**src/design/spef_pkg.sv**
```systemverilog
`default_nettype none
// -----------------------------------------------------------------------------
// spef_pkg
// Shared types and constants for the SPI EEPROM page write framer.
// -----------------------------------------------------------------------------
package spef_pkg;

   localparam int DefPageBytes = 32;
   localparam int DefMemBytes  = 8192;

   localparam int OffsetWidth = 13;
   localparam int CountWidth  = 14;
   localparam int ByteWidth   = 8;
   localparam int BaseWidth   = 13;

   localparam int MaxResults  = 5;
   localparam int NumWidth    = 3;

   localparam logic [7:0] CMD_READ  = 8'h03;
   localparam logic [7:0] CMD_WRITE = 8'h02;
   localparam logic [7:0] CMD_WREN  = 8'h06;

   localparam logic CSR_REGION_BASE = 1'b0;
   localparam logic CSR_REGION_SIZE = 1'b1;

   typedef enum logic [1:0] {
      FUNC_READ  = 2'd0,
      FUNC_WRITE = 2'd1,
      FUNC_DATA  = 2'd2
   } func_type;

   typedef enum logic [1:0] {
      STATUS_SPI        = 2'd0,
      STATUS_ACCEPT     = 2'd1,
      STATUS_RANGE      = 2'd2,
      STATUS_UNEXPECTED = 2'd3
   } status_type;

   typedef struct packed {
      logic [1:0]             func;
      logic [OffsetWidth-1:0] offset;
      logic [CountWidth-1:0]  byte_count;
      logic [ByteWidth-1:0]   prog_byte;
   } item_type;

   typedef struct packed {
      status_type           status;
      logic [ByteWidth-1:0] spi_byte;
      logic                 select_begin;
      logic                 select_end;
      logic                 wait_ready;
      logic                 last;
   } result_type;

   typedef struct packed {
      logic [NumWidth-1:0] count;
      logic                can_load;
   } queue_status_type;

endpackage : spef_pkg
`default_nettype wire

```
**src/design/spef_framer.sv**
```systemverilog
`default_nettype none
// -----------------------------------------------------------------------------
// spef_framer
// Builds the full result list for one item and holds the write progress state.
// -----------------------------------------------------------------------------
module spef_framer #(
   parameter int PAGE_BYTES = spef_pkg::DefPageBytes,
   parameter int MEM_BYTES  = spef_pkg::DefMemBytes
) (
   input  wire                                 clock,
   input  wire                                 reset,
   input  wire                                 fire,
   input  spef_pkg::item_type                  item,
   input  wire  [spef_pkg::BaseWidth-1:0]      region_base,
   input  wire  [spef_pkg::CountWidth-1:0]     region_size,
   output spef_pkg::result_type                results [spef_pkg::MaxResults],
   output logic [spef_pkg::NumWidth-1:0]       num_results
);
   import spef_pkg::*;

   localparam int AddrWidth  = $clog2(MEM_BYTES);
   localparam int PageWidth  = $clog2(PAGE_BYTES);
   localparam int ChunkWidth = PageWidth + 1;

   logic [AddrWidth-1:0]  write_address_ff,   write_address_in;
   logic [CountWidth-1:0] bytes_remaining_ff, bytes_remaining_in;
   logic [ChunkWidth-1:0] chunk_remaining_ff, chunk_remaining_in;

   always_ff @(posedge clock) begin
      if (reset) begin
         write_address_ff   <= '0;
         bytes_remaining_ff <= '0;
         chunk_remaining_ff <= '0;
      end else if (fire) begin
         write_address_ff   <= write_address_in;
         bytes_remaining_ff <= bytes_remaining_in;
         chunk_remaining_ff <= chunk_remaining_in;
      end
   end

   always_comb begin
      logic [16:0]           addr_sum;
      logic [AddrWidth-1:0]  addr;
      logic [15:0]           addr16;
      logic [15:0]           wa16;
      logic [14:0]           span;
      logic                  fits;
      logic [ChunkWidth-1:0] room;
      logic [ChunkWidth-1:0] chunk;
      logic [CountWidth-1:0] bytes_left;
      logic [NumWidth-1:0]   n;

      addr_sum = 17'(region_base) + 17'(item.offset);
      addr     = addr_sum[AddrWidth-1:0];
      addr16   = 16'(addr);
      wa16     = 16'(write_address_ff);
      span     = 15'(item.offset) + 15'(item.byte_count);
      fits     = span <= 15'(region_size);
      room     = ChunkWidth'(PAGE_BYTES) - ChunkWidth'(write_address_ff[PageWidth-1:0]);
      chunk    = chunk_remaining_ff;
      bytes_left = bytes_remaining_ff - CountWidth'(1);
      n        = '0;

      write_address_in   = write_address_ff;
      bytes_remaining_in = bytes_remaining_ff;
      chunk_remaining_in = chunk_remaining_ff;

      for (int i = 0; i < MaxResults; i++) begin
         results[i] = '0;
      end

      case (func_type'(item.func))
         FUNC_READ, FUNC_WRITE: begin
            if (bytes_remaining_ff != '0) begin
               results[0] = '{STATUS_UNEXPECTED, 8'h00, 1'b0, 1'b0, 1'b0, 1'b1};
               n = NumWidth'(1);
            end else if (!fits) begin
               results[0] = '{STATUS_RANGE, 8'h00, 1'b0, 1'b0, 1'b0, 1'b1};
               n = NumWidth'(1);
            end else if (func_type'(item.func) == FUNC_READ) begin
               results[0] = '{STATUS_SPI, CMD_READ, 1'b1, 1'b0, 1'b1, 1'b0};
               results[1] = '{STATUS_SPI, addr16[15:8], 1'b0, 1'b0, 1'b0, 1'b0};
               results[2] = '{STATUS_SPI, addr16[7:0], 1'b0,
                              item.byte_count == '0, 1'b0, 1'b1};
               n = NumWidth'(3);
            end else begin
               write_address_in   = addr;
               bytes_remaining_in = item.byte_count;
               chunk_remaining_in = '0;
               results[0] = '{STATUS_ACCEPT, 8'h00, 1'b0, 1'b0,
                              item.byte_count == '0, 1'b1};
               n = NumWidth'(1);
            end
         end
         FUNC_DATA: begin
            if (bytes_remaining_ff == '0) begin
               results[0] = '{STATUS_UNEXPECTED, 8'h00, 1'b0, 1'b0, 1'b0, 1'b1};
               n = NumWidth'(1);
            end else begin
               // A new chunk opens with a WREN frame and the WRITE header.
               if (chunk_remaining_ff == '0) begin
                  chunk = (bytes_remaining_ff < CountWidth'(room))
                        ? bytes_remaining_ff[ChunkWidth-1:0] : room;
                  results[0] = '{STATUS_SPI, CMD_WREN,  1'b1, 1'b1, 1'b1, 1'b0};
                  results[1] = '{STATUS_SPI, CMD_WRITE, 1'b1, 1'b0, 1'b0, 1'b0};
                  results[2] = '{STATUS_SPI, wa16[15:8], 1'b0, 1'b0, 1'b0, 1'b0};
                  results[3] = '{STATUS_SPI, wa16[7:0],  1'b0, 1'b0, 1'b0, 1'b0};
                  n = NumWidth'(4);
               end
               chunk_remaining_in = chunk - ChunkWidth'(1);
               bytes_remaining_in = bytes_left;
               write_address_in   = write_address_ff + AddrWidth'(1);
               results[n] = '{STATUS_SPI, item.prog_byte, 1'b0,
                              chunk_remaining_in == '0, bytes_left == '0, 1'b1};
               n = n + NumWidth'(1);
            end
         end
         default: begin
            results[0] = '{STATUS_UNEXPECTED, 8'h00, 1'b0, 1'b0, 1'b0, 1'b1};
            n = NumWidth'(1);
         end
      endcase

      num_results = n;
   end

endmodule : spef_framer
`default_nettype wire

```
**src/design/spef_rsp_queue.sv**
```systemverilog
`default_nettype none
// -----------------------------------------------------------------------------
// spef_rsp_queue
// Result buffer: loads a whole result list at once and shifts it out.
// -----------------------------------------------------------------------------
module spef_rsp_queue (
   input  wire                             clock,
   input  wire                             reset,
   input  wire                             load,
   input  spef_pkg::result_type            load_results [spef_pkg::MaxResults],
   input  wire  [spef_pkg::NumWidth-1:0]   load_count,
   input  wire                             rsp_tready,
   output logic                            rsp_tvalid,
   output spef_pkg::result_type            rsp_result,
   output spef_pkg::queue_status_type      queue_status
);
   import spef_pkg::*;

   result_type          entry_ff [MaxResults];
   logic [NumWidth-1:0] count_ff, count_in;
   logic                transfer;

   assign transfer = rsp_tvalid && rsp_tready;
   assign rsp_tvalid = count_ff != '0;
   assign rsp_result = entry_ff[0];

   // The list may be replaced in the cycle its final entry leaves.
   assign queue_status.can_load = (count_ff == '0) ||
                                  (count_ff == NumWidth'(1) && rsp_tready);
   assign queue_status.count = count_ff;

   always_comb begin
      count_in = count_ff;
      if (load) begin
         count_in = load_count;
      end else if (transfer) begin
         count_in = count_ff - NumWidth'(1);
      end
   end

   always_ff @(posedge clock) begin
      if (reset) begin
         count_ff <= '0;
      end else begin
         count_ff <= count_in;
      end
   end

   always_ff @(posedge clock) begin
      if (load) begin
         for (int i = 0; i < MaxResults; i++) begin
            entry_ff[i] <= load_results[i];
         end
      end else if (transfer) begin
         for (int i = 0; i < MaxResults - 1; i++) begin
            entry_ff[i] <= entry_ff[i+1];
         end
         entry_ff[MaxResults-1] <= '0;
      end
   end

endmodule : spef_rsp_queue
`default_nettype wire

```
**src/design/spi_eeprom_page_write_framer.sv**
```systemverilog
`default_nettype none
// -----------------------------------------------------------------------------
// spi_eeprom_page_write_framer
// Turns EEPROM read/write requests and data bytes into framed SPI bytes.
// -----------------------------------------------------------------------------
// Usage:
// Requests and data bytes arrive on the req_ stream; func travels in req_tuser.
// Each accepted transfer yields one to five result transfers on the rsp_
// stream, with the result status in rsp_tuser and rsp_tlast on the final one.
// A read yields READ plus two address bytes; a write request yields a single
// accept; each data byte yields one transfer, or five at the start of a page
// chunk (WREN, WRITE, two address bytes, data).
// An item waits in the input register until the buffer can take its list,
// is framed in one pass into the result buffer, and its first result
// appears the next cycle. Lists leave one at a time: the result port moves
// one transfer per cycle while rsp_tready is high, and the next item is
// framed in the cycle the previous list's final transfer leaves.
// When the receiver stalls, the buffer holds its list, one item waits in the
// input register and req_tready drops. Reset clears the write progress, the
// buffer and the input register, and sets the region to base 0, size DefMemBytes.
// The csr_ port must be written only while the block is idle; the block does
// not enforce this. PAGE_BYTES and MEM_BYTES must be powers of two.
// -----------------------------------------------------------------------------
module spi_eeprom_page_write_framer #(
   parameter int PAGE_BYTES = spef_pkg::DefPageBytes,
   parameter int MEM_BYTES  = spef_pkg::DefMemBytes
) (
   input  wire         clock,
   input  wire         reset,
   // Configuration write port.
   input  wire         csr_we,
   input  wire         csr_index,
   input  wire  [13:0] csr_wdata,
   // Input stream.
   input  wire         req_tvalid,
   output logic        req_tready,
   input  wire  [39:0] req_tdata,  // offset[12:0], byte_count[26:13], prog_byte[34:27]
   input  wire  [1:0]  req_tuser,  // func[1:0]
   // Result stream.
   output logic        rsp_tvalid,
   input  wire         rsp_tready,
   output logic [15:0] rsp_tdata,  // spi_byte[7:0], select_begin[8], select_end[9],
                                   // wait_ready[10]
   output logic [1:0]  rsp_tuser,  // status[1:0]
   output logic        rsp_tlast
);
   import spef_pkg::*;

   // Configuration registers.
   logic [BaseWidth-1:0]  region_base_ff;
   logic [CountWidth-1:0] region_size_ff;

   always_ff @(posedge clock) begin
      if (reset) begin
         region_base_ff <= '0;
         region_size_ff <= CountWidth'(DefMemBytes);
      end else if (csr_we) begin
         case (csr_index)
            CSR_REGION_BASE: region_base_ff <= csr_wdata[BaseWidth-1:0];
            CSR_REGION_SIZE: region_size_ff <= csr_wdata[CountWidth-1:0];
            default: ;
         endcase
      end
   end

   // Input register. An item waits here until the result buffer can take its
   // complete list; it is then framed and written to the buffer in one step.
   item_type         item_ff;
   logic             item_valid_ff, item_valid_in;
   logic             load;
   queue_status_type queue_status;
   result_type       frame_results [MaxResults];
   logic [NumWidth-1:0] frame_count;
   result_type       rsp_result;

   assign load       = item_valid_ff && queue_status.can_load;
   assign req_tready = !item_valid_ff || load;

   always_comb begin
      item_valid_in = item_valid_ff;
      if (req_tvalid && req_tready) begin
         item_valid_in = 1'b1;
      end else if (load) begin
         item_valid_in = 1'b0;
      end
   end

   always_ff @(posedge clock) begin
      if (reset) begin
         item_valid_ff <= 1'b0;
      end else begin
         item_valid_ff <= item_valid_in;
      end
   end

   always_ff @(posedge clock) begin
      if (req_tvalid && req_tready) begin
         item_ff.func       <= req_tuser;
         item_ff.offset     <= req_tdata[12:0];
         item_ff.byte_count <= req_tdata[26:13];
         item_ff.prog_byte  <= req_tdata[34:27];
      end
   end

   // Framing logic and write progress state.
   spef_framer #(
      .PAGE_BYTES (PAGE_BYTES),
      .MEM_BYTES  (MEM_BYTES)
   ) u_framer (
      .clock       (clock),
      .reset       (reset),
      .fire        (load),
      .item        (item_ff),
      .region_base (region_base_ff),
      .region_size (region_size_ff),
      .results     (frame_results),
      .num_results (frame_count)
   );

   // Result buffer feeding the output stream.
   spef_rsp_queue u_rsp_queue (
      .clock        (clock),
      .reset        (reset),
      .load         (load),
      .load_results (frame_results),
      .load_count   (frame_count),
      .rsp_tready   (rsp_tready),
      .rsp_tvalid   (rsp_tvalid),
      .rsp_result   (rsp_result),
      .queue_status (queue_status)
   );

   assign rsp_tdata = {5'b00000, rsp_result.wait_ready, rsp_result.select_end,
                       rsp_result.select_begin, rsp_result.spi_byte};
   assign rsp_tuser = rsp_result.status;
   assign rsp_tlast = rsp_result.last;

   // An item waiting for the buffer is kept until it is framed.
   assert property (@(posedge clock) disable iff (reset)
      item_valid_ff && !load |=> item_valid_ff)
      else $error("input item dropped before framing");

   // Once the final transfer of a list leaves and nothing new is framed,
   // the buffer is empty.
   assert property (@(posedge clock) disable iff (reset)
      rsp_tvalid && rsp_tready && rsp_tlast && !load |=> queue_status.count == '0)
      else $error("result buffer not empty after last transfer");

   // Framing always produces at least one and at most five results.
   assert property (@(posedge clock) disable iff (reset)
      load |-> frame_count != '0 && frame_count <= NumWidth'(MaxResults))
      else $error("bad result count from framer");

   // A freshly framed list is presented on the next cycle.
   assert property (@(posedge clock) disable iff (reset)
      load |=> rsp_tvalid)
      else $error("framed list not presented");

endmodule : spi_eeprom_page_write_framer
`default_nettype wire

```
**config.mk**
```make
export PLATFORM = sky130hd
export DESIGN_NAME = spi_eeprom_page_write_framer
export DESIGN_NICKNAME = d
export VERILOG_FILES = /design/src/design/spef_pkg.sv /design/src/design/spef_framer.sv /design/src/design/spef_rsp_queue.sv /design/src/design/spi_eeprom_page_write_framer.sv
export SDC_FILE = /design/constraint.sdc
export NUM_CORES = 1
export LEC_CHECK = 0
export BUFFER_PORTS_ARGS = -buffer_cell sky130_fd_sc_hd__buf_4
export CAP_MARGIN = 5
export CORE_MARGIN = 2
export CORE_UTILIZATION = 40
export CTS_BUF_LIST = sky130_fd_sc_hd__clkbuf_8
export DETAILED_ROUTE_END_ITERATION = 16
export PLACE_DENSITY = 0.65
export SETUP_SLACK_MARGIN = 0.1
export SLEW_MARGIN = 15
export SYNTH_ARGS = -nofsm -noshare
export SYNTH_HDL_FRONTEND = slang
export SYNTH_HIERARCHICAL = 1
export SYNTH_SLANG_ARGS = --single-unit
```
**constraint.sdc**
```tcl
create_clock -name clock -period 9.3 [get_ports clock]
set_clock_uncertainty 0.1 [all_clocks]
set_input_delay 1.395 -clock clock [delete_from_list [all_inputs] [get_ports clock]]
set_output_delay 1.395 -clock clock [all_outputs]
set_load 0.1 [all_outputs]
```
# Word level (Yosys, flattened, before mapping)
# Memory sizes are Yosys's and may differ from the RTL's.
# Cells that the tools add are included.
# Widths: inputs -> output; s select.
[totals]
mem_bits_rw = 70
wordCells = 120
memories = 1
reg_bits = 101
output_inout_bits = 21
[memory_table]
columns = ["memory", "words", "word_bits", "rd", "rd_ports_with_merged_regs", "wr", "line_no", "text"]
rows = [
  ["u_rsp_queue.entry_ff", 5, 14, 5, 0, 5, "spef_rsp_queue.sv:19", "result_type entry_ff [MaxResults];"],
]
[op_classes]
reduce_logical = 24
n_eq_ne = 7
bitwise = 7
n_lt_le_gt_ge = 4
n_addsub = 8
muxes = 58
[op_table]
columns = ["op", "count"]
rows = [
  ["$mux 14", 13],
  ["$mux 56", 3],
  ["$mux 28", 3],
  ["$bwmux 70", 1],
  ["$mux 13", 5],
  ["$pmux 14 s2", 2],
  ["$pmux 28 s2", 1],
  ["$mux 49", 1],
  ["$mux 6", 8],
  ["$demux 14 s3", 1],
  ["$logic_not 14->1", 3],
  ["$pmux 13 s2", 1],
  ["$mux 23", 1],
  ["$mux 3", 7],
  ["$add 13x14->15", 1],
  ["$le 15x14->1", 1],
  ["$lt 14x6->1", 1],
  ["$reduce_bool 14->1", 1],
  ["$sub 14x1->14 const B", 1],
  ["$add 13x1->13 const B", 1],
  ["$add 13x13->13", 1],
  ["$logic_not 6->1", 2],
  ["$pmux 6 s2", 1],
  ["$mux 1", 7],
  ["26 further kinds", 41],
]

# Logic depth before layout (Yosys ltp)
[depth]
word_depth = 13
depth_mapped = 23
mapped_depth_nobuf = 22

# Hierarchy
# Netlist, hierarchy kept.
[modules_own_cells]
columns = ["mod", "instances", "cells_each", "area_per_inst_um2"]
rows = [
  ["spef_framer", 1, 641, 4445.5],
  ["spef_rsp_queue", 1, 190, 3243.1],
  ["spi_eeprom_page_write_framer", 1, 154, 2332.2],
]

# Least setup slack after synthesis
# Ideal clock, no wire load.
[synth_timing]
path_type = "reg2reg"
startpoint = "register item_ff[23] (netlist bit)"
endpoint = "memory u_rsp_queue/entry_ff[0][0] (netlist bit), data pin"
period_less_slack_ns = 4.202
setup_slack_ns = 5.098
n_path_buf = 1
t_required_ns = 8.940
arrival_time_ns = 3.842
setup_ns = 0.260
stages_incl_launch_ff = 20
path_cell_list = "edfxtp_1 ha_1 a21o_1 a21oi_1 o21ai_0 a221o_1 a211oi_1 o31ai_1 a21oi_1 xnor2_1 ha_1 nor2_1 a31oi_1 a22oi_1 nand3_1 or2_2 clkbuf_1 inv_1 nor2_1 mux2_2"
[synth_rtl]
columns = ["element", "line_no", "text"]
rows = [
  ["start: declaration", "spi_eeprom_page_write_framer.sv:68", "item_type item_ff;"],
  ["end: declaration", "spef_rsp_queue.sv:19", ""],
]

==> reports/qor.yml <==
outcome: "completed"
synth_area_sq_mm: 0.01002
grt_max_degree: 79
row_count: 57
insertion_delay_ps: 470
synthXorXnorAreaFrac: 0.02622
final.period_utilization: 0.5571
holdWs_ps: 376.0
ys_warn_count: 6
ys_types: 73
firstDrtPassIters: 5
hold_buffers: 0
drt-total-wl_um: 22180
grt_pass1_vias: 6920
hold_start: "region_size_ff[5]"
diodes: 0
critPathTopFamily: "compound AO/OA/AOI/OAI gates"
clk_pin_slew_ps: 100
viasPerCell: 5.277
crit_path_start: "item_ff[8]"
r2r-start: "item_ff[8]"
drc_errors: 0
finalSetupViolCount: 0
start_util: 0.4096
max_clock_freq_mhz: 193.0
cts_resized: 0
drive_gt1_frac: 0.1787
grt_pass1_wl_um: 35410
core_sq_mm: 0.02446
yosys_most_used_dff: "edfxtp_1"
fillers: 2344
cp.depth: 21
p_leak_nw: 4.370
synth_compound_area_frac: 0.1207
nets: 1127
syn_inst: 985
die_h_um: 162.3
synth_edf_count: 107
fin_setup_tns_ps: 0
dieWidth_um: 162.3
crit_chain: "ha_1 > inv_1 > fa_1 > nor2b_1 > o211ai_1 > a31oi_1 > a41o_1 > nor2_1 > nor2_1 > nor2_1 > xnor2_1 > ha_1 > nand4_1 > nor2_1 > a31oi_1 > a22oi_1 > nand3_1 > or2_2 > inv_1 > nor2_1 > mux2_2"
hpwlAfterDp_um: 15320
r2r_setup_slack_ps: 4120
final_area_sq_mm: 0.01094
rr_endpoint: "u_rsp_queue/entry_ff[0][0]"
async_flop_share: 0
min_path_type: "reg2reg"
crit_type: "reg2reg"
cp-start-kind: "flop"
hold_violations: 0
synth_seq_cells: 171
powerDensity_mw_per_mm2: 284.1
rsz0062_at_grt: "no"
cts.sinks: 171
cp.buffers_inverters: 2
crit_path_end_kind: "flop"
vias: 7114
post-place-ws_ps: 4100
fin_crit_ps: 5181
cts_tree: "done"
yosys.area_share.simple: 0.1728
place_area_sq_mm: 0.01052
cap_violations: 0
port_buffers: 72
drt-initial-drc-count: 515
worst_pin_slew_ps: 1003
crit_path_end: "u_rsp_queue/entry_ff[0][0]"
cts_setup_buffers: 0
crit_arrival_ps: 5300
place_congestion: 0.8682
cp_max_fo: 15
max_slew_margin: 0.3314
cts.path.max_buffers: 2
gr-total-overflow: 0
final_common_cell: "edfxtp_1"
grt_antenna_before_repair: 0
gr-usage-all-layers: 0.1703
ff2ff_path_depth: 21
fin_ws_ps: 4119
ant_nets: 0
cp.required_ps: 9420
cts.root.buffer_cell: "clkbuf_8"
synth.avg_cell_area_sq_um: 10.17
final-max-slew-violation-count: 0
ios: 83
syn_to_final_growth_pct: 9.127
muxShareOfSynthArea: 0.08890
wl_per_cell_um: 16.45
dieArea_sq_mm: 0.02633
synth_top_family_by_area: "simple AND/OR/NAND/NOR gates"
worst_path_most_repeated_cell: "nor2_1"
cp_slowest_cell: "a22oi_1"
synth_fa_ha_area_frac: 0.06892
seq_area_frac_synth: 0.4485
h-tree-depth: 4
slowest_delay_ps: 590
final_cell_mix: "edfxtp_1, buf_4, nor2_1"
ir_drop_uv: 205.5
cts_inserted_buffers: 17
tightest hold or removal path: stages, from the launching register on:
cell and delay (ps):
dfxtp_1 320, nand2b_1 60, mux2i_1 50
report_power, final:
part / total, W / internal (W) / switching (W) / leakage, nW
sequential: 0.00119 / 0.00110 / 0.0000921 / 1.56
combinational: 0.00136 / 0.000453 / 0.000902 / 2.60
clock: 0.000560 / 0.000250 / 0.000310 / 0.208
total: 0.00311 / 0.00180 / 0.00130 / 4.37
worst min-delay path by stage:
| stage | endpoint | cells past startpoint |
|---|---|---|
| after floorplan | region_size_ff[13] | 1 |
| after global placement | u_framer/bytes_remaining_ff[12] | 2 |
| after detailed placement | region_size_ff[5] | 2 |
| after CTS | region_size_ff[5] | 2 |
| after global routing | region_size_ff[11] | 2 |
| final | region_size_ff[5] | 2 |
through the flow:
step / util / std cells / power (W)
finish: 0.4470 / 1348 / 0.003107
global route: 0.4470 / 1348 / 0.003287
CTS: 0.4470 / 1348 / 0.003127
detailed placement: 0.4300 / 1316 / 0.002562
global placement: 0.4300 / 1316 / 0.002536
floorplan: - / 1009 / 0.002325
cell usage after synthesis (all sizes together) (4+ instances only):
cell type | count | share of area
edfxtp | 107 | 0.32
nand4 | 7 | 0.0050
or2 | 4 | 0.0025
clkbuf | 31 | 0.012
a21oi | 50 | 0.025
a311oi | 5 | 0.0067
xor2 | 13 | 0.011
buf | 63 | 0.047
ha | 52 | 0.065
mux2 | 56 | 0.063
o21ai | 51 | 0.025
a211oi | 17 | 0.013
nand3 | 25 | 0.012
nor2b | 6 | 0.0037
nor4 | 8 | 0.0071
inv | 37 | 0.014
xnor2 | 17 | 0.015
a22o | 5 | 0.0044
a21o | 7 | 0.0052
nand2 | 69 | 0.026
nor2 | 74 | 0.028
o41ai | 4 | 0.0035
o21a | 5 | 0.0037
a31oi | 11 | 0.0084
and3 | 29 | 0.018
and2 | 25 | 0.016
or3 | 4 | 0.0025
o211ai | 6 | 0.0045
nor3 | 15 | 0.0080
nand2b | 47 | 0.029
nand3b | 5 | 0.0050
mux2i | 26 | 0.026
dfxtp | 64 | 0.13
area by class of cell:
type	count	area (sq um)	area share
clock buffers	17	234.0	0.02140
clock inverters	15	182.7	0.01670
well taps	324	405.4	0.03707
flip-flops and latches	171	4494	0.4110
inverters	38	142.6	0.01304
repair buffers	77	578.1	0.05286
multi-input cells	706	4898	0.4479
per-layer routing:
layer  vias up  wire [um]  GRT usage
met4         0        435    0.05632
li1       3521          -          -
met2       207      10420     0.2785
met5         -          0          0
met1      3359      10220     0.2288
met3        27       1098    0.03090
kinds of logic after synthesis:
kind of cell / after synthesis
multiplexers: 82
AO/OA/AOI/OAI: 186
flip-flops: 171
buffers and inverters: 132
AND/OR/NAND/NOR: 327
adder cells (fa/ha/maj): 54
other: 3
XOR/XNOR: 30
registers in the layout, indices dropped and copies added (netlist names):
register,count
u_rsp_queue/entry_ff,70
item_ff,37
region_size_ff,14
u_framer/bytes_remaining_ff,14
region_base_ff,13
u_framer/write_address_ff,13
u_framer/chunk_remaining_ff,6
u_rsp_queue/count_ff,3
item_valid_ff,1
Note: power is estimated with default switching activity, not from simulation.
